File: src/rtl/core/mvf_pkg.sv
`timescale 1ns / 1ps
// Package for the MessagePack value framer: shared widths, codes and the
// token that the front stage hands to the back stage. No dependencies.
package mvf_pkg;

    localparam int MAX_NESTING_DEF = 256;
    localparam int CNT_W           = 33;   // child / skip counts
    localparam int ACC_W           = 32;   // big-endian length header
    localparam int NEST_W          = 9;    // reported nesting level
    localparam int SMALL_W         = 5;    // counts carried in a marker
    localparam int HDR_W           = 3;    // header length in bytes
    localparam int Q_DEPTH         = 2;    // front-to-back queue

    typedef enum logic [2:0] {
        ST_OK         = 3'd0,
        ST_TRUNC      = 3'd1,
        ST_BAD_MARKER = 3'd2,
        ST_TOO_DEEP   = 3'd3,
        ST_DISCARD    = 3'd4
    } t_status;

    typedef enum logic [1:0] {
        PH_MARKER = 2'd0,
        PH_HEADER = 2'd1,
        PH_SKIP   = 2'd2
    } t_phase;

    typedef enum logic [1:0] {
        HK_PAYLOAD = 2'd0,
        HK_EXT     = 2'd1,
        HK_ARRAY   = 2'd2,
        HK_MAP     = 2'd3
    } t_hkind;

    // Class of a byte read as a marker.
    typedef enum logic [2:0] {
        MC_SCALAR = 3'd0,
        MC_SKIP   = 3'd1,
        MC_OPEN   = 3'd2,
        MC_HDR    = 3'd3,
        MC_BAD    = 3'd4
    } t_mclass;

    typedef enum logic {
        BK_RUN     = 1'b0,
        BK_CASCADE = 1'b1
    } t_bk_state;

    typedef struct packed {
        logic [7:0]         data_byte;
        logic               eod;
        t_mclass            mclass;
        logic [SMALL_W-1:0] cnt;
        logic [HDR_W-1:0]   hwidth;
        t_hkind             hkind;
        logic               strbin;
    } t_tok;

endpackage

File: src/rtl/core/mvf_queue.sv
`timescale 1ns / 1ps
// Short token queue between the front and back stages.
// Depends on mvf_pkg.
module mvf_queue import mvf_pkg::*; (
    input  logic i_clk,
    input  logic i_rst_n,
    input  logic i_push_valid,
    output logic o_push_ready,
    input  t_tok i_push_tok,
    output logic o_pop_valid,
    input  logic i_pop_ready,
    output t_tok o_pop_tok
);
    localparam int PTR_W = (Q_DEPTH > 1) ? $clog2(Q_DEPTH) : 1;
    localparam int CNT_QW = $clog2(Q_DEPTH + 1);

    t_tok              r_mem [Q_DEPTH];
    logic [PTR_W-1:0]  r_wp;
    logic [PTR_W-1:0]  r_rp;
    logic [CNT_QW-1:0] r_cnt;
    logic [PTR_W-1:0]  n_wp;
    logic [PTR_W-1:0]  n_rp;
    logic [CNT_QW-1:0] n_cnt;
    logic              push;
    logic              pop;

    assign o_push_ready = (r_cnt != CNT_QW'(Q_DEPTH));
    assign o_pop_valid  = (r_cnt != '0);
    assign push         = i_push_valid && o_push_ready;
    assign pop          = o_pop_valid && i_pop_ready;
    assign o_pop_tok    = r_mem[r_rp];

    always_comb begin
        n_wp  = r_wp;
        n_rp  = r_rp;
        n_cnt = r_cnt;
        if (push) begin
            n_wp = (r_wp == PTR_W'(Q_DEPTH - 1)) ? '0 : r_wp + PTR_W'(1);
        end
        if (pop) begin
            n_rp = (r_rp == PTR_W'(Q_DEPTH - 1)) ? '0 : r_rp + PTR_W'(1);
        end
        if (push && !pop) begin
            n_cnt = r_cnt + CNT_QW'(1);
        end else if (pop && !push) begin
            n_cnt = r_cnt - CNT_QW'(1);
        end
    end

    always_ff @(posedge i_clk) begin
        if (!i_rst_n) begin
            r_wp  <= '0;
            r_rp  <= '0;
            r_cnt <= '0;
        end else begin
            r_wp  <= n_wp;
            r_rp  <= n_rp;
            r_cnt <= n_cnt;
        end
    end

    always_ff @(posedge i_clk) begin
        if (push) begin
            r_mem[r_wp] <= i_push_tok;
        end
    end
endmodule

File: config.mk
export PLATFORM = sky130hd
export DESIGN_NAME = mvf_queue
export DESIGN_NICKNAME = d
export VERILOG_FILES = /design/src/rtl/core/mvf_pkg.sv /design/src/rtl/core/mvf_queue.sv
export SDC_FILE = /design/constraint.sdc
export NUM_CORES = 1
export LEC_CHECK = 0
export BUFFER_PORTS_ARGS = -buffer_cell sky130_fd_sc_hd__buf_2
export CAP_MARGIN = 20
export CORE_MARGIN = 1
export CORE_UTILIZATION = 55
export DETAILED_ROUTE_END_ITERATION = 8
export PLACE_DENSITY_LB_ADDON = 0.05
export SKIP_CTS_REPAIR_TIMING = 1
export SYNTH_ARGS = -nofsm -noshare
export SYNTH_HDL_FRONTEND = slang
export SYNTH_SLANG_ARGS = --single-unit
File: constraint.sdc
create_clock -name i_clk -period 3.51 [get_ports i_clk]
set_input_delay 0.351 -clock i_clk [delete_from_list [all_inputs] [get_ports i_clk]]
set_output_delay 0.351 -clock i_clk [all_outputs]
set_load 0.005 [all_outputs]
After elaboration in Yosys (flattened, before gate mapping) --
Memory sizes are Yosys's and may differ from the RTL's. A register that Yosys moved wholly into a read port is not among the register bits. Cells that the tools add are included.
Storage, ports and cells: bits in registers 4, RAM bits 46, input bits 27, output and inout port bits 25, word-level logic and storage cells 25, memories kept 1
Cells by class: $add $sub $neg 4, eq/ne operators 1, muxes and demuxes 8, reduce and logical (&&, ||, !) cells 8
Memory list:
- r_mem | words 2, bits a word 23, rd ports 1, clocked after Yosys merged registers in 1, wr ports 1, RTL line mvf_queue.sv:17 | t_tok r_mem [Q_DEPTH];
Operator list (count):
- 1-bit two-way mux | 6
- 1-bit logical AND | 4
- 2-bit two-way mux | 2
- 2-bit nonzero test | 2
- 1-bit adder, second input constant | 2
- 2-bit by 1-bit adder with 2-bit output, second input constant | 1
- 1-bit logical NOT | 2
- 2-bit != test, second input constant | 1
- 2-bit by 1-bit subtractor with 2-bit output, second input constant | 1

Logic depth before layout (Yosys ltp) --
Gate-level depths: netlist of run 1.
depth after elaboration 6, depth in mapped cells 6, mapped depth without buffers 6

Worst setup path before layout of run 1 --
Ideal clock, no wire load.
path type register to register, from register r_cnt[0], to memory r_mem[1][0] in the netlist's numbering (enable), library setup time 0.382 ns, arrival 1.192 ns, required time 3.128 ns, slack 1.936 ns, cell stages (with the launch flop) 3, path buffers 0, clock period less this slack 1.574 ns, cells stage by stage dfxtp_1 nand2b_4 and3_1
On the way: cells in the longest elaborated chain, start to end 4
Ends and longest elaborated chain:
- start: declaration | RTL line mvf_queue.sv:20 | logic [CNT_QW-1:0] r_cnt;
- start signal: assignment | RTL line mvf_queue.sv:58 | r_cnt <= n_cnt;
- 2-bit != test | RTL line mvf_queue.sv:27 | assign o_push_ready = (r_cnt != CNT_QW'(Q_DEPTH));
- via o_push_ready | RTL line mvf_queue.sv:8 | output logic o_push_ready,
- 1-bit logical AND | RTL line mvf_queue.sv:29 | assign push = i_push_valid && o_push_ready;
- 1-bit two-way mux | RTL line mvf_queue.sv:63 | if (push) begin
- 1-bit two-way mux (implied by the code) | RTL line mvf_queue.sv:64 | r_mem[r_wp] <= i_push_tok;
- end: declaration | RTL line mvf_queue.sv:17
The timed path passes the listed nets, and every way through them passes these cells.

==> impl_results.md, run 1 <==
- Status: completed
- Share of layout cells above drive strength 1: 55.9%
- Max IR drop VDD: 0.354 mV
- Fin crit share: 64.4%
- Via Count: 988
- Number of global-route vias before repair: 910
- Area growth syn-to-layout: 18.6%
- Post-synthesis cell area: 0.00189 mm²
- Internal Power: 1050 µW
- Number of I/O pins: 52
- Half-perimeter wire length after placement: 1800 µm
- Pwr Density: 629 mW/mm²
- Critical Path End: o_pop_tok[11]
- Syn nets: 123
- Worst reg2reg path depth: 2
- Endpoints failing setup: 0
- Post-synthesis sequential area ratio: 78.3%
- Die area: 0.00368 mm²
- # diodes: 0
- Mean post-synth cell area: 19.9 µm²
- Mux contribution to synthesized area: 13.7%
- Fraction of the mapped netlist area in adder cells: 0.661%
- Hold WS: 0.175 ns
- Wirelength per Cell: 13.7 µm
- Critical Path Start Type: flip-flop
- Worst slew pin tran: 1.02 ns
- Clock Path Buffers: 2
- Slew Limit Fails: 0
- MaxCap Viol Count: 0
- R2r setup slk: 1.68 ns
- CP arrival: 1.91 ns
- RSZ-0062 raised after global routing: no
- CTS Sinks: 51
- Post-synthesis simple-gate area fraction: 3.44%
- Fmax: 0.442 GHz
- DR DRC count: 0
- Synth Register Bits: 51
- Yosys warning total: 0
- Setup TNS: 0 ns
- Clock transition at path regs: 0.13 ns
- Post-Syn Instances: 95
- IO buf count: 51
- Initial antenna violation count: 0
- Post-synthesis compound-gate area fraction: 1.85%
- TritonRoute pass-1 iters: 4
- Setup Crit Path Kind: reg -> out
- Final WL: 2690 µm
- Largest family of logic cells by synthesized area: multiplexers
- Reg2reg start: r_cnt[0]
- Synth cell types: 19
- Leakage: 0.000853 µW
- Min-Delay Path Class: in -> reg
- Final Hold Violating Endpoints: 0
- Wire length on met2: 1390 µm
- Clk root buf: clkbuf_4
- Die height: 60.7 µm
- Sw Ratio: 25.9%
- Min Tclk post-route: 2.26 ns
- Sequential group share of total power: 58.6%
- Latest clock arrival within the worst-skew pair: 0.35 ns
- CP top delay family: flip-flops
- Grt ovf: 0
- First-pass GRT wire length: 3920 µm
- Buffers & Inverters on Critical Path: 1
- Path length in cells of the critical path: 2
- Xor/xnor cell area share of the yosys netlist: 1.39%
- Placement Rows: 20
- Comb power frac: 24.6%
- Slew headroom: 31.9%
- GPL Wtd Cong: 0.658
- FILL cells: 239
- Pin count of the biggest net entering global routing: 24
- Width of the chip: 60.7 µm
- GR Util All Layers: 16.2%
- Met3 Routed Length: 135 µm
- Detailed Route Iter0 Violations: 22
- H-tree depth reported by CTS: 2
- Final ANT Viol Nets: 0
- Sw Pwr: 366 µW
- Initial Util: 60.0%
- Layout Skew: 0.00541 ns
- Core area: 0.00315 mm²
- Met1 Wirelength: 1090 µm
- R2R Path End: r_mem[1][1]
- Final net count: 179
- Worst EP required: 3.16 ns
- Hold path cells: 1
- Vias per cell: 5.04
- CTS tree: yes
- DR top layer: met4
- Critical Path Fanout Max: 23
- Endpoint class of the critical path: output port
- Cell Chain, Critical Path: mux2_2 -> buf_2
- Slowest Stage Delay on Critical Path: 1.00 ns
- Clock Power Share: 16.8%
- Slowest-stage cell, CP: dfxtp_1
- CTS buffer count: 5
-- layout make-up --
type                    instances  area, µm²  area share, %
well taps                      44       55.1           2.45
inverters                       1       3.75          0.167
repair buffers                 51        255           11.4
clock buffers                   5       37.5           1.67
multi-input cells              41        398           17.7
clock inverters                 3       15.0          0.669
flip-flops and latches         51       1480           66.0
-- per-layer routing --
metal,vias to the layer above,track usage [%]
li1,478,-
met1,468,16.2
met2,35,27.9
met3,7,6.61
met4,0,10.4
met5,-,0
-- registers in the layout (all words and copies together), names as in the netlist, named ones only --
signal	flops
r_cnt	2
r_rp	1
r_mem	46
r_wp	1
-- worst min-delay path by stage --
stage                              start      endpoint  slack, ns
after global routing      i_push_tok[12]  r_mem[0][12]       0.14
final                     i_push_tok[12]  r_mem[0][12]       0.17
after floorplan            i_push_tok[0]   r_mem[0][0]       0.45
after CTS                 i_push_tok[12]  r_mem[0][12]       0.15
after detailed placement   i_push_tok[1]   r_mem[0][1]       0.54
after global placement          r_cnt[1]      r_cnt[1]       0.53
-- power by group through the flow --
stage          combinational, µW  sequential, µW  clock (µW)
2_1_floorplan                251             802           0
3_3_place_gp                 347             838           0
3_5_place_dp                 353             843           0
4_1_cts                      355             830         247
5_1_grt                      386             842         268
6_report                     348             827         237
-- synthesized netlist by cell type --
| master | n | share of area (%) |
|---|---|---|
| nand2b_4 | 1 | 0.73 |
| o21ai_1 | 1 | 0.26 |
| edfxtp_1 | 46 | 73 |
| and2_1 | 4 | 1.3 |
| dfxtp_1 | 5 | 5.3 |
| inv_1 | 1 | 0.20 |
| xnor2_1 | 2 | 0.93 |
| or2_2 | 1 | 0.33 |
| a21boi_1 | 1 | 0.40 |
| or3_1 | 1 | 0.33 |
| a21bo_2 | 1 | 0.53 |
| mux2_2 | 23 | 14 |
| o21ai_0 | 1 | 0.26 |
| ha_1 | 1 | 0.66 |
| and3_1 | 1 | 0.33 |
| xor2_1 | 1 | 0.46 |
| a21boi_0 | 1 | 0.40 |
| nand3b_1 | 1 | 0.40 |
| buf_2 | 2 | 0.53 |
-- worst reg2reg max path, delay by kind of cell, from the launching register on --
kind             cells  cell delay, ns
flip-flops           1            0.44
AND/OR/NAND/NOR      2            1.02
-- kinds of logic after synthesis --
logic type	after synthesis
adder cells (fa/ha/maj)	1
XOR/XNOR	3
AO/OA/AOI/OAI	5
flip-flops	51
multiplexers	23
buffers and inverters	3
AND/OR/NAND/NOR	9
-- per-stage QoR --
| step | total power (µW) | std cells | instance area [µm²] | utilization, % | worst slack (ns) |
|---|---|---|---|---|---|
| after detailed placement | 1200 | 188 | 2190 | 69.6 | 1.62 |
| after floorplan | 1050 | 95 | 1890 | - | 1.94 |
| after global routing | 1500 | 196 | 2250 | 71.2 | 1.09 |
| after global placement | 1190 | 188 | 2190 | 69.6 | 1.62 |
| final | 1410 | 196 | 2250 | 71.2 | 1.25 |
| after CTS | 1430 | 196 | 2250 | 71.2 | 1.19 |
-- placed cells by master (no fill, tap or decap) --
cell and instances:
or2_2 1, a21boi_0 1, xor2_1 1, xnor2_1 2, o21ai_1 1, edfxtp_1 46, nand3b_1 1, nand2b_4 1
clkbuf_4 5, and2_1 4, o21ai_0 1, ha_1 1, clkinv_2 3, dfxtp_1 5, inv_1 1, mux2_2 23
or3_1 1, and3_1 1, buf_2 51, a21boi_1 1, a21bo_2 1
Power figures use the tool's default switching activity.
==> inputs of run 2 (changes only) <==
--- a/config.mk
+++ b/config.mk
@@ -5,10 +5,11 @@
 export SDC_FILE = /design/constraint.sdc
 export NUM_CORES = 1
 export LEC_CHECK = 0
+export ABC_AREA = 1
 export BUFFER_PORTS_ARGS = -buffer_cell sky130_fd_sc_hd__buf_2
 export CAP_MARGIN = 20
 export CORE_MARGIN = 1
-export CORE_UTILIZATION = 55
+export CORE_UTILIZATION = 51
 export DETAILED_ROUTE_END_ITERATION = 8
 export PLACE_DENSITY_LB_ADDON = 0.05
 export SKIP_CTS_REPAIR_TIMING = 1
==> constraint.sdc (replaced) <==
create_clock -name i_clk -period 2.3 [get_ports i_clk]
set_input_delay 0.23 -clock i_clk [delete_from_list [all_inputs] [get_ports i_clk]]
set_output_delay 0.23 -clock i_clk [all_outputs]
set_load 0.005 [all_outputs]
==> impl_results.md, run 2 <==
- Status: completed (unchanged)
- Post-synthesis async set-or-reset flop share: 0% (unchanged)
- Placement Rows: 21 (was 20)
- IO buf count: 51 (unchanged)
- Fin crit share: 77.3%
- Share of layout cells above drive strength 1: 51.2% (was 55.9%)
- Clock transition at path regs: 0.08 ns (was 0.13 ns)
- Latest clock arrival within the worst-skew pair: 0.28 ns (was 0.35 ns)
- Final ANT Viol Nets: 0 (unchanged)
- Leading post-synthesis cells by cell area: edfxtp_1, mux2_2, dfxtp_1 (unchanged)
- Synth Register Bits: 51 (unchanged)
- Top Registers: r_mem x46, r_cnt x2 (unchanged)
- Post-synth top cells: edfxtp_1, mux2_2, nand2_1, nor2_1, inv_1 (was edfxtp_1, mux2_2, dfxtp_1, and2_1)
- Max IR drop VDD: 0.603 mV (was 0.354 mV)
- Post-synth EDFFs: 46 (unchanged)
- Syn nets: 136 (was 123)
- Final Hold Violating Endpoints: 0 (unchanged)
- Area of the multi-input gates: 374 µm² (was 398 µm²)
- GR Util All Layers: 15.4% (was 16.2%)
- Initial antenna violation count: 0 (unchanged)
- Mean post-synth cell area: 17.6 µm² (was 19.9 µm²)
- GPL Wtd Cong: 0.644 (was 0.658)
- Setup WS post-layout: 0.523 ns (was 1.25 ns)
- Grt ovf: 0 (unchanged)
- CP arrival: 1.55 ns (was 1.91 ns)
- Die height: 63.1 µm (was 60.7 µm)
- First-pass GRT wire length: 4460 µm (was 3920 µm)
- Slew Limit Fails: 0 (unchanged)
- Post-synthesis cell area: 0.00190 mm² (was 0.00189 mm²)
- CTS Sinks: 51 (unchanged)
- Count leader, synth: edfxtp_1 (unchanged)
- Leakage: 0.000907 µW (was 0.000853 µW)
- Most used DFF post-synth: edfxtp_1 (unchanged)
- Worst slew pin tran: 0.471 ns (was 1.02 ns)
- Detailed Route Iter0 Violations: 12 (was 22)
- MaxCap Viol Count: 0 (unchanged)
- Pin count of the biggest net entering global routing: 17 (was 24)
- # diodes: 0 (unchanged)
- Endpoint class of the critical path: output port (unchanged)
- Die area: 0.00398 mm² (was 0.00368 mm²)
- CTS buffer count: 5 (unchanged)
- DR DRC count: 0 (unchanged)
- Vias per cell: 4.73 (was 5.04)
- Initial Util: 55.3% (was 60.0%)
- Most common cell after layout, fill and taps aside: buf_2 (unchanged)
- FF/Latch Area: 0.00148 mm² (unchanged)
- Fmax: 0.563 GHz
- Post-synthesis sequential area ratio: 77.8% (was 78.3%)
- Critical Path Fanout Max: 16 (was 23)
- Clock Path Buffers: 2 (unchanged)
- Hold WS: 0.127 ns (was 0.175 ns)
- Final net count: 195 (was 179)
- Share of the synthesized area in the top cell type: 72.6% (was 73.0%)
- Yosys warning total: 0 (unchanged)
- Setup TNS: 0 ns (unchanged)
- Max reg flops: 46 (unchanged)
- Min-Delay Path Class: in -> reg (unchanged)
- Wirelength per Cell: 12.5 µm (was 13.7 µm)
- Slew headroom: 68.6% (was 31.9%)
- Largest Register: r_mem (unchanged)
- Placement Setup Slack: 0.753 ns (was 1.62 ns)
- Most frequent cells in the layout: buf_2, edfxtp_1, mux2_2 (unchanged)
- Clk root buf: clkbuf_8 (was clkbuf_4)
- Critical Path Start Type: flip-flop (unchanged)
- Endpoints failing setup: 0 (unchanged)
- Via Count: 1013 (was 988)
- Post-Syn Instances: 108 (was 95)
- Synth cell types: 14 (was 19)
- CTS tree: yes (unchanged)
- Setup Crit Path Kind: reg -> out (unchanged)
- RSZ-0062 raised after global routing: no (unchanged)
- Width of the chip: 63.1 µm (was 60.7 µm)
- Half-perimeter wire length after placement: 1930 µm (was 1800 µm)
- H-tree depth reported by CTS: 2 (unchanged)
- TritonRoute pass-1 iters: 4 (unchanged)
- Final WL: 2680 µm (was 2690 µm)
- Min Tclk post-route: 1.78 ns
- Worst EP required: 2.07 ns (was 3.16 ns)
- Pwr Density: 973 mW/mm² (was 629 mW/mm²)
- Area growth syn-to-layout: 23.1% (was 18.6%)
- Layout Skew: 0.00233 ns (was 0.00541 ns)
- Core area: 0.00344 mm² (was 0.00315 mm²)
- Number of global-route vias before repair: 1017 (was 910)
- FILL cells: 258 (was 239)
- Number of I/O pins: 52 (unchanged)
- Cell taking the most area after synthesis: edfxtp_1 (unchanged)
run 2: changes by cell type after synthesis, moves of 2 or more:
cell     previous run  this run
and2_1              4         0
buf_2               2         0
buf_6               0         2
inv_1               1         7
nand2_1             0         9
nor2_1              0         8
xnor2_1             2         0
run 2: power by group:
group          switching, µW  total [µW]  internal [µW]
Clock                    250         457            206
Sequential              59.3        1230           1170
Combinational            280         591            311
run 2: kinds of logic (layout without fill, tap and decap cells):
| group | after synthesis | count (layout) | synth area share, % |
|---|---|---|---|
| and+or+nand+nor | 19 | 19 | 3.94 |
| adders and majority gates | 1 | 1 | 0.657 |
| DFF | 51 | 51 | 77.8 |
| buffers and inverters | 10 | 70 | 2.76 |
| muxes | 23 | 23 | 13.6 |
| AOI/OAI and AO/OA | 4 | 4 | 1.18 |
run 2: worst paths after layout:
path                               startpoint      endpoint  slack, ns  cells after the start
worst min register to register           r_rp          r_rp       0.51                      2
worst max-delay path                flip-flop  o_pop_tok[3]       0.52                      3
worst max register to register       r_cnt[0]  r_mem[1][15]       0.77                      5
worst min-delay path            i_push_tok[6]   r_mem[0][6]       0.13                      1
run 2: layer usage:
layer | part of all wire [%] | vias up | wire length (µm) | track usage [%]
li1 | - | 512 | - | -
met1 | 42 | 467 | 1120 | 17.8
met2 | 51 | 32 | 1370 | 26.2
met3 | 5.5 | 2 | 148 | 4.53
met4 | 1.3 | 0 | 34 | 6.98
met5 | 0 | - | 0 | 0
run 2: worst max-delay path, stage by stage (launching register included):
cell	delay, ns
dfxtp_1	0.57
buf_12	0.21
mux2_2	0.35
buf_2	0.13
run 2: metrics by stage:
stage               std cells  area [µm²]  util (%)  total power, µW
finish                    214        2340      68.0             2280
global route              214        2340      68.0             2410
CTS                       214        2340      68.0             2310
detailed placement        206        2260      65.6             1850
global placement          206        2260      65.6             1840
floorplan                 108        1900         -             1600
run 2: area by class of cell:
class / count / share of cell area, %
Inverter: 8 / 1.28
Timing Repair Buffer: 54 / 13.5
Clock inverter: 3 / 0.641
Clock buffer: 5 / 2.94
Tap cell: 46 / 2.46
Sequential cell: 51 / 63.2
Multi-Input combinational cell: 47 / 16.0
