`config.mk`:
```
export PLATFORM = sky130hd
export DESIGN_NAME = mvf_front_flat
export DESIGN_NICKNAME = d
export VERILOG_FILES = /design/src/rtl/core/mvf_pkg.sv /design/src/rtl/core/mvf_in_if.sv /design/src/rtl/core/mvf_front.sv /design/src/flat_wrapper.sv
export SDC_FILE = /design/constraint.sdc
export NUM_CORES = 1
export LEC_CHECK = 0
export ABC_AREA = 1
export BUFFER_PORTS_ARGS = -buffer_cell sky130_fd_sc_hd__buf_2
export CORE_MARGIN = 5
export CORE_UTILIZATION = 50
export DETAILED_ROUTE_END_ITERATION = 16
export GPL_ROUTABILITY_DRIVEN = 1
export GPL_TIMING_DRIVEN = 0
export PLACE_DENSITY = 0.81
export SETUP_SLACK_MARGIN = 0.2
export SLEW_MARGIN = 20
export SYNTH_ARGS = -nofsm -noshare
export SYNTH_HDL_FRONTEND = slang
export SYNTH_SLANG_ARGS = --single-unit
```
`constraint.sdc`:
```
create_clock -name i_clk -period 3.1 [get_ports i_clk]
set_clock_uncertainty 0.15 [all_clocks]
set_input_delay 0.93 -clock i_clk [delete_from_list [all_inputs] [get_ports i_clk]]
set_output_delay 0.93 -clock i_clk [all_outputs]
set_load 0.02 [all_outputs]
```
`src/rtl/core/mvf_pkg.sv`:
```
`timescale 1ns / 1ps
// Package for the MessagePack value framer: shared widths, codes and the
// token that the front stage hands to the back stage. No dependencies.
package mvf_pkg;

    localparam int MAX_NESTING_DEF = 256;
    localparam int CNT_W           = 33;   // child / skip counts
    localparam int ACC_W           = 32;   // big-endian length header
    localparam int NEST_W          = 9;    // reported nesting level
    localparam int SMALL_W         = 5;    // counts carried in a marker
    localparam int HDR_W           = 3;    // header length in bytes
    localparam int Q_DEPTH         = 2;    // front-to-back queue

    typedef enum logic [2:0] {
        ST_OK         = 3'd0,
        ST_TRUNC      = 3'd1,
        ST_BAD_MARKER = 3'd2,
        ST_TOO_DEEP   = 3'd3,
        ST_DISCARD    = 3'd4
    } t_status;

    typedef enum logic [1:0] {
        PH_MARKER = 2'd0,
        PH_HEADER = 2'd1,
        PH_SKIP   = 2'd2
    } t_phase;

    typedef enum logic [1:0] {
        HK_PAYLOAD = 2'd0,
        HK_EXT     = 2'd1,
        HK_ARRAY   = 2'd2,
        HK_MAP     = 2'd3
    } t_hkind;

    // Class of a byte read as a marker.
    typedef enum logic [2:0] {
        MC_SCALAR = 3'd0,
        MC_SKIP   = 3'd1,
        MC_OPEN   = 3'd2,
        MC_HDR    = 3'd3,
        MC_BAD    = 3'd4
    } t_mclass;

    typedef enum logic {
        BK_RUN     = 1'b0,
        BK_CASCADE = 1'b1
    } t_bk_state;

    typedef struct packed {
        logic [7:0]         data_byte;
        logic               eod;
        t_mclass            mclass;
        logic [SMALL_W-1:0] cnt;
        logic [HDR_W-1:0]   hwidth;
        t_hkind             hkind;
        logic               strbin;
    } t_tok;

endpackage

```
`src/rtl/core/mvf_in_if.sv`:
```
`timescale 1ns / 1ps
// Byte input channel of the MessagePack value framer.
// Depends on nothing.
interface mvf_in_if;
    logic       valid;
    logic       ready;
    logic [7:0] data_byte;
    logic       end_of_data;

    modport source (output valid, output data_byte, output end_of_data, input ready);
    modport sink   (input valid, input data_byte, input end_of_data, output ready);
endinterface

```
`src/rtl/core/mvf_front.sv`:
```
`timescale 1ns / 1ps
// Front stage: take each byte, classify it as a marker, register the token.
// Depends on mvf_pkg and mvf_in_if.
module mvf_front import mvf_pkg::*; (
    input  logic   i_clk,
    input  logic   i_rst_n,
    mvf_in_if.sink i_in,
    output logic   o_tok_valid,
    input  logic   i_tok_ready,
    output t_tok   o_tok
);
    logic       r_tv;
    t_tok       r_tok;
    t_tok       dec;
    logic [7:0] m;
    logic       take;

    assign m        = i_in.data_byte;
    assign i_in.ready = !r_tv || i_tok_ready;
    assign take     = i_in.valid && i_in.ready;

    // Marker decode; the back stage only uses it when it expects a marker.
    always_comb begin
        dec           = '0;
        dec.data_byte = m;
        dec.eod       = i_in.end_of_data;
        dec.mclass    = MC_SCALAR;
        dec.hkind     = HK_PAYLOAD;
        dec.strbin    = (m >= 8'hc4 && m <= 8'hc6) || (m >= 8'hd9 && m <= 8'hdb);
        if (m <= 8'h7f || m >= 8'he0) begin
            dec.mclass = MC_SCALAR;
        end else if (m[7:5] == 3'b101) begin
            dec.mclass = MC_SKIP;
            dec.cnt    = m[4:0];
        end else if (m[7:4] == 4'h9) begin
            dec.mclass = MC_OPEN;
            dec.cnt    = {1'b0, m[3:0]};
        end else if (m[7:4] == 4'h8) begin
            dec.mclass = MC_OPEN;
            dec.cnt    = {m[3:0], 1'b0};
        end else begin
            case (m)
                8'hc0, 8'hc2, 8'hc3: begin
                    dec.mclass = MC_SCALAR;
                end
                8'hc4, 8'hd9: begin
                    dec.mclass = MC_HDR;
                    dec.hwidth = 3'd1;
                end
                8'hc5, 8'hda: begin
                    dec.mclass = MC_HDR;
                    dec.hwidth = 3'd2;
                end
                8'hc6, 8'hdb: begin
                    dec.mclass = MC_HDR;
                    dec.hwidth = 3'd4;
                end
                8'hc7: begin
                    dec.mclass = MC_HDR;
                    dec.hwidth = 3'd1;
                    dec.hkind  = HK_EXT;
                end
                8'hc8: begin
                    dec.mclass = MC_HDR;
                    dec.hwidth = 3'd2;
                    dec.hkind  = HK_EXT;
                end
                8'hc9: begin
                    dec.mclass = MC_HDR;
                    dec.hwidth = 3'd4;
                    dec.hkind  = HK_EXT;
                end
                8'hcc, 8'hd0: begin
                    dec.mclass = MC_SKIP;
                    dec.cnt    = 5'd1;
                end
                8'hcd, 8'hd1, 8'hd4: begin
                    dec.mclass = MC_SKIP;
                    dec.cnt    = 5'd2;
                end
                8'hd5: begin
                    dec.mclass = MC_SKIP;
                    dec.cnt    = 5'd3;
                end
                8'hca, 8'hce, 8'hd2: begin
                    dec.mclass = MC_SKIP;
                    dec.cnt    = 5'd4;
                end
                8'hd6: begin
                    dec.mclass = MC_SKIP;
                    dec.cnt    = 5'd5;
                end
                8'hcb, 8'hcf, 8'hd3: begin
                    dec.mclass = MC_SKIP;
                    dec.cnt    = 5'd8;
                end
                8'hd7: begin
                    dec.mclass = MC_SKIP;
                    dec.cnt    = 5'd9;
                end
                8'hd8: begin
                    dec.mclass = MC_SKIP;
                    dec.cnt    = 5'd17;
                end
                8'hdc: begin
                    dec.mclass = MC_HDR;
                    dec.hwidth = 3'd2;
                    dec.hkind  = HK_ARRAY;
                end
                8'hdd: begin
                    dec.mclass = MC_HDR;
                    dec.hwidth = 3'd4;
                    dec.hkind  = HK_ARRAY;
                end
                8'hde: begin
                    dec.mclass = MC_HDR;
                    dec.hwidth = 3'd2;
                    dec.hkind  = HK_MAP;
                end
                8'hdf: begin
                    dec.mclass = MC_HDR;
                    dec.hwidth = 3'd4;
                    dec.hkind  = HK_MAP;
                end
                default: begin
                    dec.mclass = MC_BAD;
                end
            endcase
        end
    end

    always_ff @(posedge i_clk) begin
        if (!i_rst_n) begin
            r_tv <= 1'b0;
        end else if (take) begin
            r_tv <= 1'b1;
        end else if (i_tok_ready) begin
            r_tv <= 1'b0;
        end
    end

    always_ff @(posedge i_clk) begin
        if (take) begin
            r_tok <= dec;
        end
    end

    assign o_tok_valid = r_tv;
    assign o_tok       = r_tok;
endmodule

```
`src/flat_wrapper.sv`:
```
// flat-port wrapper written by rule: the top's interface ports become plain ports
module mvf_front_flat import mvf_pkg::*;
  (i_clk, i_rst_n, o_tok_valid, i_tok_ready, o_tok, i_in_valid, i_in_data_byte, i_in_end_of_data, i_in_ready);
  mvf_in_if i_in_i ();
  input  logic i_clk;
  input  logic i_rst_n;
  output logic o_tok_valid;
  input  logic i_tok_ready;
  output t_tok o_tok;
  input wire logic [$bits(i_in_i.valid)-1:0] i_in_valid;
  input wire logic [$bits(i_in_i.data_byte)-1:0] i_in_data_byte;
  input wire logic [$bits(i_in_i.end_of_data)-1:0] i_in_end_of_data;
  output wire logic [$bits(i_in_i.ready)-1:0] i_in_ready;
  assign i_in_i.valid = i_in_valid;
  assign i_in_i.data_byte = i_in_data_byte;
  assign i_in_i.end_of_data = i_in_end_of_data;
  assign i_in_ready = i_in_i.ready;
  mvf_front u_core (.i_clk(i_clk), .i_rst_n(i_rst_n), .i_in(i_in_i), .o_tok_valid(o_tok_valid), .i_tok_ready(i_tok_ready), .o_tok(o_tok));
endmodule
```
; ---- After elaboration in Yosys (flattened, before gate mapping)
; Index checks and enable logic that the tools add are counted.
[op_classes]
addsub = 0
n_bitwise = 0
div = 0
mul = 0
n_eq_ne = 34
shifts = 0
n_reduce_logical = 23
n_mux = 9
order_cmp = 6
[op_table]
columns = cell, n
row1 = $eq A8 B8 Y1 const B, 31
row2 = $pmux W5 S8, 1
row3 = $ge A8 B8 Y1 const B, 3
row4 = $pmux W3 S3, 2
row5 = $reduce_or A3 Y1, 6
row6 = $le A8 B8 Y1 const B, 2
row7 = $reduce_or A15 Y1, 1
row8 = $mux W7, 2
row9 = $reduce_or A13 Y1, 1
row10 = $reduce_or A5 Y1, 2
row11 = $eq A4 B4 Y1 const B, 2
row12 = $le A8 B7 Y1 const B, 1
row13 = $reduce_or A2 Y1, 4
row14 = $mux W6, 1
row15 = $pmux W2 S3, 1
row16 = $reduce_or A4 Y1, 1
row17 = $eq A3 B3 Y1 const B, 1
row18 = $logic_and A1 B1 Y1, 3
row19 = $logic_or A1 B1 Y1, 3
row20 = $mux W1, 2
row21 = $reduce_bool A2 Y1, 1
row22 = $logic_not A1 Y1, 1
[totals]
reg_bits = 24
romBits = 0
memories = 0
elab_cells = 82
in_bits = 13
ramBits = 0
latch_bits = 0

; ---- Depth between registers and ports, before layout
; Gate-level depths: netlist (run 1).
[logic_depth]
word_depth = 6
ltp_mapped = 11

; ---- Least setup slack after synthesis (run 1)
; OpenSTA, ideal clock, no wires.
[synth_timing]
path_type = in2reg
from = in i_in_valid
to = reg u_core.r_tok (netlist bit u_core.o_tok[0]), enable pin
required_time_ps = 2539
path_stages = 2
n_path_buf = 0
arrival_time_ps = 2118
slack_ps = 422
cell_sequence = inv_1 -> a21oi_1
[synth_via]
elab_chain_cells = 1
[synth_rtl]
columns = element, line_no
row1 = from (decl), flat_wrapper.sv:10  ; input wire logic [$bits(i_in_i.valid)-1:0] i_in_valid;
row2 = $logic_and A1 B1 Y1, mvf_front.sv:20  ; assign take = i_in.valid && i_in.ready;
row3 = named net u_core.take, mvf_front.sv:16  ; logic take;
row4 = to (signal assigned), mvf_front.sv:144  ; r_tok <= dec;
row5 = to (decl), mvf_front.sv:13  ; t_tok r_tok;
; The timed path passes the listed nets, and every way through them passes these cells.
; A chain may end at the register's enable or synchronous reset.

; ---- Worst setup path after layout (run 1)
[layout_timing]
from = in i_tok_ready
to = out i_in_ready
[layout_via]
elab_chain_cells = 1
[layout_rtl]
columns = element, line_no
row1 = from (decl), flat_wrapper.sv:8  ; input logic i_tok_ready;
row2 = $logic_or A1 B1 Y1, mvf_front.sv:19  ; assign i_in.ready = !r_tv || i_tok_ready;
row3 = to (decl), flat_wrapper.sv:13  ; output wire logic [$bits(i_in_i.ready)-1:0] i_in_ready;
; No other way between the ends.

==> impl_metrics.json, run 1 <==
{
  "outcome": "completed",
  "layout-drive-gt1-share_pct": 32.4,
  "p_sw_share_pct": 26.4,
  "pwr-share-comb_pct": 17.7,
  "synth_top_area_share_pct": 53.7,
  "fin_cells": 218,
  "rr_startpoint": "u_core.o_tok_valid$_SDFFE_PN0P_",
  "worstPathRequired_ps": 2020,
  "drt_drc_violations_left": 0,
  "cts_resized": 0,
  "cts_hold_buffers": 0,
  "netlist_top_cells_area": "edfxtp_1 54%, nand2_1 12%, nor2_1 6.7%",
  "grt_max_degree": 14,
  "diodes": 0,
  "cts.path.max_buffers": 2,
  "crit_start": "i_tok_ready",
  "p_seq_share_pct": 58.1,
  "start_util_pct": 51.9,
  "synth_area_per_cell_sq_um": 8.80,
  "tritoncts": "yes",
  "power_density_mw_per_mm2": 421,
  "fin_crit_ps": 2400,
  "cap_violations": 0,
  "cts_made_buffers": 3,
  "min_period_over_period_pct": 77.3,
  "hold_viol": 0,
  "wl_per_cell_um": 13.6,
  "rsz0062_at_grt": "false",
  "critical_path_class": "primary input to output pin",
  "p_int_uw": 483,
  "die_x_um": 60.7,
  "crit_chain": "buf_2, inv_1, nand2_1, buf_2",
  "drt_wl_total_mm": 2.97,
  "p_leak_uw": 0.000733,
  "antenna_found_initial": 0,
  "synthesis.instances": 146,
  "critical_path_arrival_ps": 1320,
  "cts_root_buf": "clkbuf_4",
  "core_area_sq_mm": 0.00248,
  "crit_end": "i_in_ready",
  "vias": 1210,
  "via_per_inst": 5.55,
  "whs_ps": 394,
  "syn_area_sq_mm": 0.00128,
  "r2r_slack_ps": 1510,
  "setup_ws_ps": 703,
  "synth_flop_cell": "edfxtp_1",
  "drt_pass1_iterations": 5,
  "critical_path.startpoint_type": "primary input",
  "crit_top_cell": "buf_2",
  "worst_pin_slew_ps": 696,
  "grt_usage_pct": 16.3,
  "synth-seq-cells": 24,
  "postCtsSetupBuffers": 0,
  "fin_nets": 202,
  "synth_cell_type_count": 24,
  "slowest_delay_ps": 160,
  "syn2layout_area_growth_pct": 21.3,
  "cp.depth": 4,
  "ys_async_sr_fraction_pct": 0,
  "cp_slowest_cell": "buf_2",
  "p_clk_share_pct": 24.1,
  "gp_congestion": 0.998,
  "path_clk_slew_ps": 120,
  "ant_nets": 0,
  "path_buf_inv": 3,
  "switchingPower_uw": 174,
  "crit_path_end_kind": "output pin",
  "die_area_sq_mm": 0.00368,
  "die_y_um": 60.7,
  "fmaxAchievable_mhz": 417,
  "reg2reg_to": "u_core.o_tok[21]$_DFFE_PP_",
  "grt_pass1_vias": 1053,
  "grt_pass1_wl_mm": 4.45,
  "core.rowCount": 18,
  "setup_viol": 0,
  "clock-sinks": 24,
  "reg2reg_depth": 2,
  "ios": 38,
  "dp_hpwl_mm": 2.29,
  "overflow": 0,
  "ys_warn_count": 0,
  "maxSlewViolCount": 0,
  "initialDrtViolationCount": 90,
  "vdd_drop_max_mv": 0.269,
  "nFillCells": 207,
  "crit_fanout": 2,
  "ys_seq_area_share_pct": 55.3,
  "place_ws_ps": 618,
  "clk_latency_ps": 300,
  "syn_nets": 159,
  "worstHoldPathType": "register to register",
  "synth_edf_count": 23,
  "synth_most_common_cell": "nand2_1",
  "critPathTopFamily": "buffers and inverters",
  "power_uw": 657,
  "yosysTopAreaCell": "edfxtp_1",
  "synth_commonest_cells": "40 x nand2_1, 23 x edfxtp_1, 23 x nor2_1",
  "cts.htree.levels": 1,
  "portBuffers": 37,
  "whs_path_depth": 2,
  "maxSlewHeadroom_pct": 53.6,
  "setup_tns_ps": 0,
  "place_inst": 214
}
-- layer usage --
metal	routed length, um	vias to the layer above	global-route usage (%)	part of all wire, %
li1	-	576	-	-
met1	1130	530	18.6	38
met4	72	0	8.98	2.4
met3	346	11	4.04	12
met5	0	-	0	0
met2	1430	93	27.9	48
-- layout by cell type (no fill, tap or decap) --
master and count:
a21boi_0 1, a21oi_1 2, a21oi_2 1, a31oi_1 2, and2_4 1, buf_2 37
buf_4 1, buf_6 1, clkbuf_4 3, clkbuf_8 1, dfxtp_1 1, edfxtp_1 23
inv_1 13, inv_2 4, nand2_1 40, nand2_2 5, nand3_1 7, nand4_1 1
nor2_1 23, nor2_2 6, nor2_4 1, nor3_1 2, o2111ai_1 1, o211ai_1 1
o21ai_0 2, o21ai_1 1, o221ai_1 3, o311ai_0 3, o31ai_1 1
-- worst reg2reg max path, cell delays in order, from the launching register on --
cell and delay [ps]:
dfxtp_1 350, a21oi_2 560, buf_6 250
-- power by group through the flow --
stage / registers, uW / logic, uW / clock network, uW
2_1_floorplan: 417 / 43.0 / 0
3_3_place_gp: 389 / 110 / 0
3_5_place_dp: 389 / 115 / 0
4_1_cts: 382 / 116 / 161
5_1_grt: 383 / 125 / 174
6_report: 381 / 117 / 158
-- state kept, by name, indices dropped and copies added (netlist names) --
signal	flops
u_core.o_tok	23
u_core.o_tok_valid	1
-- through the flow --
| stage | instance area, sq um | util [%] |
|---|---|---|
| floorplan | 1280 | - |
| global placement | 1510 | 60.9 |
| detailed placement | 1520 | 61.5 |
| CTS | 1560 | 62.9 |
| global route | 1560 | 62.9 |
| finish | 1560 | 62.9 |
-- worst min path at each step --
stage | startpoint | endpoint | slack [ps]
after floorplan | u_core.o_tok_valid$_SDFFE_PN0P_ | u_core.o_tok_valid$_SDFFE_PN0P_ | 580
after detailed placement | u_core.o_tok_valid$_SDFFE_PN0P_ | u_core.o_tok_valid$_SDFFE_PN0P_ | 390
after CTS | u_core.o_tok_valid$_SDFFE_PN0P_ | u_core.o_tok_valid$_SDFFE_PN0P_ | 410
after global routing | u_core.o_tok_valid$_SDFFE_PN0P_ | u_core.o_tok_valid$_SDFFE_PN0P_ | 460
after global placement | u_core.o_tok_valid$_SDFFE_PN0P_ | u_core.o_tok_valid$_SDFFE_PN0P_ | 330
final | u_core.o_tok_valid$_SDFFE_PN0P_ | u_core.o_tok_valid$_SDFFE_PN0P_ | 390
-- area by class of cell --
cell class	instances	area [sq um]	share of cell area, %
multi-input cells	104	507	32.5
clock buffers	4	36.3	2.33
repair buffers	38	196	12.6
flip-flops and latches	24	711	45.6
plain buffers	1	7.51	0.482
inverters	17	63.8	4.09
well taps	30	37.5	2.41
-- cell families after synthesis --
logic type             Yosys count  share of synthesized area (%)
AO/OA/AOI/OAI                   18                           9.84
buffers and inverters           18                           5.55
flip-flops                      24                           55.3
AND/OR/NAND/NOR                 86                           29.3
Note: power is estimated with default switching activity, not from simulation.
==> run 2: changes to the inputs <==
--- a/config.mk
+++ b/config.mk
@@ -8,11 +8,11 @@
 export ABC_AREA = 1
 export BUFFER_PORTS_ARGS = -buffer_cell sky130_fd_sc_hd__buf_2
 export CORE_MARGIN = 5
-export CORE_UTILIZATION = 50
+export CORE_UTILIZATION = 45
 export DETAILED_ROUTE_END_ITERATION = 16
 export GPL_ROUTABILITY_DRIVEN = 1
 export GPL_TIMING_DRIVEN = 0
-export PLACE_DENSITY = 0.81
+export PLACE_DENSITY = 0.77
 export SETUP_SLACK_MARGIN = 0.2
 export SLEW_MARGIN = 20
 export SYNTH_ARGS = -nofsm -noshare
==> constraint.sdc (replaced) <==
create_clock -name i_clk -period 2 [get_ports i_clk]
set_clock_uncertainty 0.15 [all_clocks]
set_input_delay 0.6 -clock i_clk [delete_from_list [all_inputs] [get_ports i_clk]]
set_output_delay 0.6 -clock i_clk [all_outputs]
set_load 0.02 [all_outputs]
==> impl_metrics.json, run 2 (same netlist as run 1, synthesis figures left out) <==
{
  "diodes": 0,
  "hold_viol": 0,
  "outcome": "completed",
  "critical_path.startpoint_type": "primary input",
  "cts.htree.levels": 1,
  "clk_latency_ps": 320,
  "setup_viol": 0,
  "cp_slowest_cell": "buf_2",
  "die_y_um": 63.4,
  "ios": 38,
  "setup_tns_ps": 0,
  "core_area_sq_mm": 0.00276,
  "crit_path_end_kind": "output pin",
  "cap_violations": 0,
  "core.rowCount": 19,
  "drt_drc_violations_left": 0,
  "largest_register_ffs": 23,
  "drt_pass1_iterations": 4,
  "ant_nets": 0,
  "overflow": 0,
  "die_x_um": 63.4,
  "vdd_drop_max_mv": 0.443,
  "initialDrtViolationCount": 62,
  "worstPathRequired_ps": 1250,
  "antenna_found_initial": 0,
  "crit_top_cell": "buf_2",
  "critical_path_class": "primary input to output pin",
  "grt_pass1_vias": 1164,
  "clock-sinks": 24,
  "cts.path.max_buffers": 2,
  "wl_per_cell_um": 14.1,
  "crit_chain": "buf_2, inv_2, nand2_1, buf_2",
  "postCtsSetupBuffers": 0,
  "fin_nets": 201,
  "min_period_over_period_pct": 87.4,
  "critical_path_arrival_ps": 1000,
  "vias": 1217,
  "grt_max_degree": 24,
  "layout-drive-gt1-share_pct": 34.8,
  "maxSlewViolCount": 0,
  "nFillCells": 253,
  "worstHoldPathType": "primary input to register",
  "whs_ps": 297,
  "slowest_delay_ps": 160,
  "final_common_cell": "nand2_1",
  "p_leak_uw": 0.000738,
  "place_ws_ps": -204,
  "via_per_inst": 5.58,
  "rsz0062_at_grt": "true",
  "path_clk_slew_ps": 130,
  "drt_wl_total_mm": 3.08,
  "cts_hold_buffers": 0,
  "portBuffers": 37,
  "cts_made_buffers": 3,
  "tritoncts": "yes",
  "die_area_sq_mm": 0.00402,
  "fmaxAchievable_mhz": 572,
  "crit_fanout": 2,
  "setup_ws_ps": 253,
  "grt_usage_pct": 16.3,
  "power_density_mw_per_mm2": 706,
  "dp_hpwl_mm": 2.32,
  "mostFrequentLayoutCells": "39 x nand2_1, 37 x buf_2, 23 x edfxtp_1",
  "final_core_util_pct": 57.8,
  "fin_crit_ps": 1750,
  "syn2layout_area_growth_pct": 24.1,
  "cts_root_buf": "clkbuf_4",
  "grt_pass1_wl_mm": 5.33,
  "start_util_pct": 46.6,
  "gp_congestion": 0.916,
  "worst_pin_slew_ps": 716,
  "maxSlewHeadroom_pct": 52.2
}
## run 2: cell count changes in the layout (fill, tap and decap cells not counted), sizes merged
cell	previous run	this run
clkbuf	4	3
bufinv	0	1
buf	39	38
## run 2: path summary, 6_finish.rpt
kind,startpoint,endpoint,slack [ps],cells past startpoint
min,i_in_end_of_data,u_core.o_tok[14]$_DFFE_PP_,300,1
max reg2reg,u_core.o_tok_valid$_SDFFE_PN0P_,u_core.o_tok[22]$_DFFE_PP_,520,1
max,i_tok_ready,i_in_ready,250,4
min reg2reg,u_core.o_tok_valid$_SDFFE_PN0P_,u_core.o_tok_valid$_SDFFE_PN0P_,440,2
## run 2: critical path, delay by kind of cell
family | cells | cell delay [ps]
buffers and inverters | 3 | 320
and+or+nand+nor | 1 | 70
## run 2: per-layer routing
metal	GRT usage, %	share of wire (%)	wire [um]
met4	7.53	2.6	80
met3	2.49	7.1	219
met1	19.6	38	1160
met2	28.0	52	1620
met5	0	0	0
## run 2: power breakdown
| part | internal [uW] | switching (uW) | total (uW) |
|---|---|---|---|
| registers | 585 | 7.14 | 593 |
| clock network | 203 | 147 | 350 |
| logic | 52.0 | 131 | 183 |
## run 2: area by class of cell
type,count,area (sq um),share of cell area [%]
plain buffers,1,11.3,0.706
clock buffers,3,22.5,1.41
clock inverters,1,30.0,1.88
inverters,17,63.8,4.00
multi-input cells,104,532,33.4
flip-flops and latches,24,711,44.6
well taps,31,38.8,2.43
repair buffers,37,185,11.6
## run 2: what timing repair did
action	in CTS	in global routing
setup endpoints to repair	2	4
gates resized for setup	1	6
gates cloned	0	0
hold endpoints to repair	0	0
## run 2: per-stage QoR
| step | cell area [sq um] | power (uW) | instances |
|---|---|---|---|
| 5_1_grt | 1590 | 1170 | 218 |
| 4_1_cts | 1580 | 1130 | 218 |
| 3_5_place_dp | 1520 | 782 | 214 |
| 6_report | 1590 | 1130 | 218 |
| 2_1_floorplan | 1300 | 716 | 146 |
| 3_3_place_gp | 1520 | 777 | 214 |
==> run 3: changes to the inputs <==
--- a/config.mk
+++ b/config.mk
@@ -8,11 +8,11 @@
 export ABC_AREA = 1
 export BUFFER_PORTS_ARGS = -buffer_cell sky130_fd_sc_hd__buf_2
 export CORE_MARGIN = 5
-export CORE_UTILIZATION = 45
+export CORE_UTILIZATION = 50
 export DETAILED_ROUTE_END_ITERATION = 16
 export GPL_ROUTABILITY_DRIVEN = 1
 export GPL_TIMING_DRIVEN = 0
-export PLACE_DENSITY = 0.77
+export PLACE_DENSITY = 0.81
 export SETUP_SLACK_MARGIN = 0.2
 export SLEW_MARGIN = 20
 export SYNTH_ARGS = -nofsm -noshare
==> constraint.sdc (replaced) <==
create_clock -name i_clk -period 1.65 [get_ports i_clk]
set_clock_uncertainty 0.15 [all_clocks]
set_input_delay 0.495 -clock i_clk [delete_from_list [all_inputs] [get_ports i_clk]]
set_output_delay 0.495 -clock i_clk [all_outputs]
set_load 0.02 [all_outputs]
==> impl_metrics.json, run 3 (same netlist as run 1, synthesis figures left out) <==
{
  "vdd_drop_max_mv": 0.512,
  "layout-drive-gt1-share_pct": 53.3,
  "path_buf_inv": 3,
  "drt_pass1_iterations": 4,
  "drt_drc_violations_left": 0,
  "clk_latency_ps": 320,
  "grt_pass1_vias": 1193,
  "ant_nets": 0,
  "syn2layout_area_growth_pct": 55.4,
  "min_period_over_period_pct": 95.3,
  "maxSlewHeadroom_pct": 51.7,
  "busiest_layer": "met2",
  "worstHoldPathType": "primary input to register",
  "initialDrtViolationCount": 98,
  "gr-usage-met2_pct": 33.3,
  "reg2reg_depth": 1,
  "final_core_util_pct": 80.6,
  "portBuffers": 37,
  "worstPathRequired_ps": 1580,
  "reg2reg_to": "u_core.o_tok[20]$_DFFE_PP_",
  "crit_path_end_kind": "register",
  "core.rowCount": 18,
  "cts.htree.levels": 1,
  "diodes": 0,
  "path_clk_slew_ps": 130,
  "drt_wl_total_mm": 3.92,
  "largest_register_ffs": 23,
  "rsz0062_at_grt": "true",
  "slowest_delay_ps": 170,
  "vias": 1348,
  "grt_pass1_wl_mm": 5.55,
  "fin_crit_ps": 1570,
  "ios": 38,
  "clock-sinks": 24,
  "power_density_mw_per_mm2": 688,
  "die_area_sq_mm": 0.00368,
  "die_y_um": 60.7,
  "mostFrequentLayoutCells": "26 x buf_6, 23 x edfxtp_1, 22 x nand2_1",
  "cts_root_buf": "clkbuf_4",
  "nFillCells": 144,
  "overflow": 0,
  "start_util_pct": 51.9,
  "crit_fanout": 5,
  "crit_chain": "buf_12, inv_16, nand2_4, nor2_4, buf_6, nand2_2, nand2_2, nor2_1, nand2_1, nor2_2, nand2_2, nor2_2",
  "fmaxAchievable_mhz": 636,
  "cts.path.max_buffers": 2,
  "setup_tns_ps": 0,
  "outcome": "completed",
  "crit_top_cell": "nand2_2",
  "stdcell_area_sq_mm": 0.00200,
  "cts_made_buffers": 3,
  "hold_viol": 0,
  "whs_path_depth": 1,
  "hold_start": "i_in_end_of_data",
  "place_ws_ps": -368,
  "critPathTopFamily": "simple AND/OR/NAND/NOR gates",
  "setup_viol": 0,
  "cts_hold_buffers": 0,
  "critical_path_class": "primary input to register",
  "cap_violations": 0,
  "maxSlewViolCount": 0,
  "gp_congestion": 0.892,
  "grt_max_degree": 24,
  "p_leak_uw": 0.000887,
  "worst_pin_slew_ps": 724,
  "antenna_found_initial": 0,
  "final_common_cell": "buf_6",
  "power_uw": 1370,
  "critical_path.startpoint_type": "primary input",
  "rr_startpoint": "u_core.o_tok_valid$_SDFFE_PN0P_",
  "dp_hpwl_mm": 2.31,
  "wl_per_cell_um": 17.3,
  "cp_slowest_cell": "nor2_4",
  "tritoncts": "yes",
  "core_area_sq_mm": 0.00248,
  "setup_ws_ps": 76.7,
  "grt_util_met1_pct": 27.0,
  "critical_path_arrival_ps": 1500,
  "fin_nets": 211,
  "die_x_um": 60.7,
  "hold_end": "u_core.o_tok[14]$_DFFE_PP_",
  "grtUsageMet3_pct": 1.91,
  "placed_cell_area_sq_mm": 0.00159,
  "grt_usage_pct": 20.3,
  "r2r_slack_ps": 170,
  "via_per_inst": 5.94
}
run 3: changes by cell type in the layout (fill, tap and decap cells not counted), moves of 3 or more:
cell	delta
nand2_2	+9
buf_6	+25
nor2_1	-7
buf_2	-27
nand2_1	-17
inv_4	+3
nor2_4	+4
nand2_4	+7
inv_1	-4
buf_4	+10
nor2_2	+4
run 3: timing repair:
item	CTS	global route
setup endpoints to repair	53	54
endpoints found under the hold margin	0	0
pin swaps	14	8
gates resized for setup	58	40
buffers inserted	6	2
gates cloned	2	0
run 3: cell type report:
class | count | area [sq um] | share of cell area (%)
sequential | 24 | 714 | 35.8
multi-input combinational | 105 | 671 | 33.6
timing repair buffer | 46 | 427 | 21.4
inverter | 17 | 100 | 5.01
tap | 30 | 37.5 | 1.88
clock buffer | 4 | 36.3 | 1.82
buffer | 1 | 11.3 | 0.564
run 3: layer usage:
layer	vias to the layer above	part of all wire (%)	routed length, um
met5	-	0	0
met4	0	4.6	182
met3	26	8.1	316
met2	97	51	1990
met1	621	37	1430
li1	604	-	-
run 3: report_power, final:
group,leakage [uW],internal (uW),switching [uW]
clock,0.0000210,135,182
combinational,0.000631,131,199
sequential,0.000235,710,16.0
run 3: how the worst max path moves through the flow:
stage | start | to | slack, ps | depth (start not counted)
final | i_in_data_byte[5] | u_core.o_tok[13]$_SDFFCE_PP0P_ | 80 | 12
after global routing | i_in_data_byte[5] | u_core.o_tok[13]$_SDFFCE_PP0P_ | 30 | 12
after CTS | u_core.o_tok_valid$_SDFFE_PN0P_ | i_in_ready | 120 | 2
after detailed placement | i_in_data_byte[5] | u_core.o_tok[11]$_SDFFCE_PP0P_ | -370 | 10
after global placement | i_in_data_byte[5] | u_core.o_tok[12]$_SDFFCE_PP0P_ | -340 | 10
after floorplan | i_in_data_byte[5] | u_core.o_tok[13]$_SDFFCE_PP0P_ | 10 | 11
run 3: through the flow:
| stage | std cells | hold slack, ps |
|---|---|---|
| 6_report | 227 | 201 |
| 5_1_grt | 227 | 197 |
| 4_1_cts | 225 | 217 |
| 3_5_place_dp | 213 | 397 |
| 3_3_place_gp | 213 | 375 |
| 2_1_floorplan | 146 | 444 |
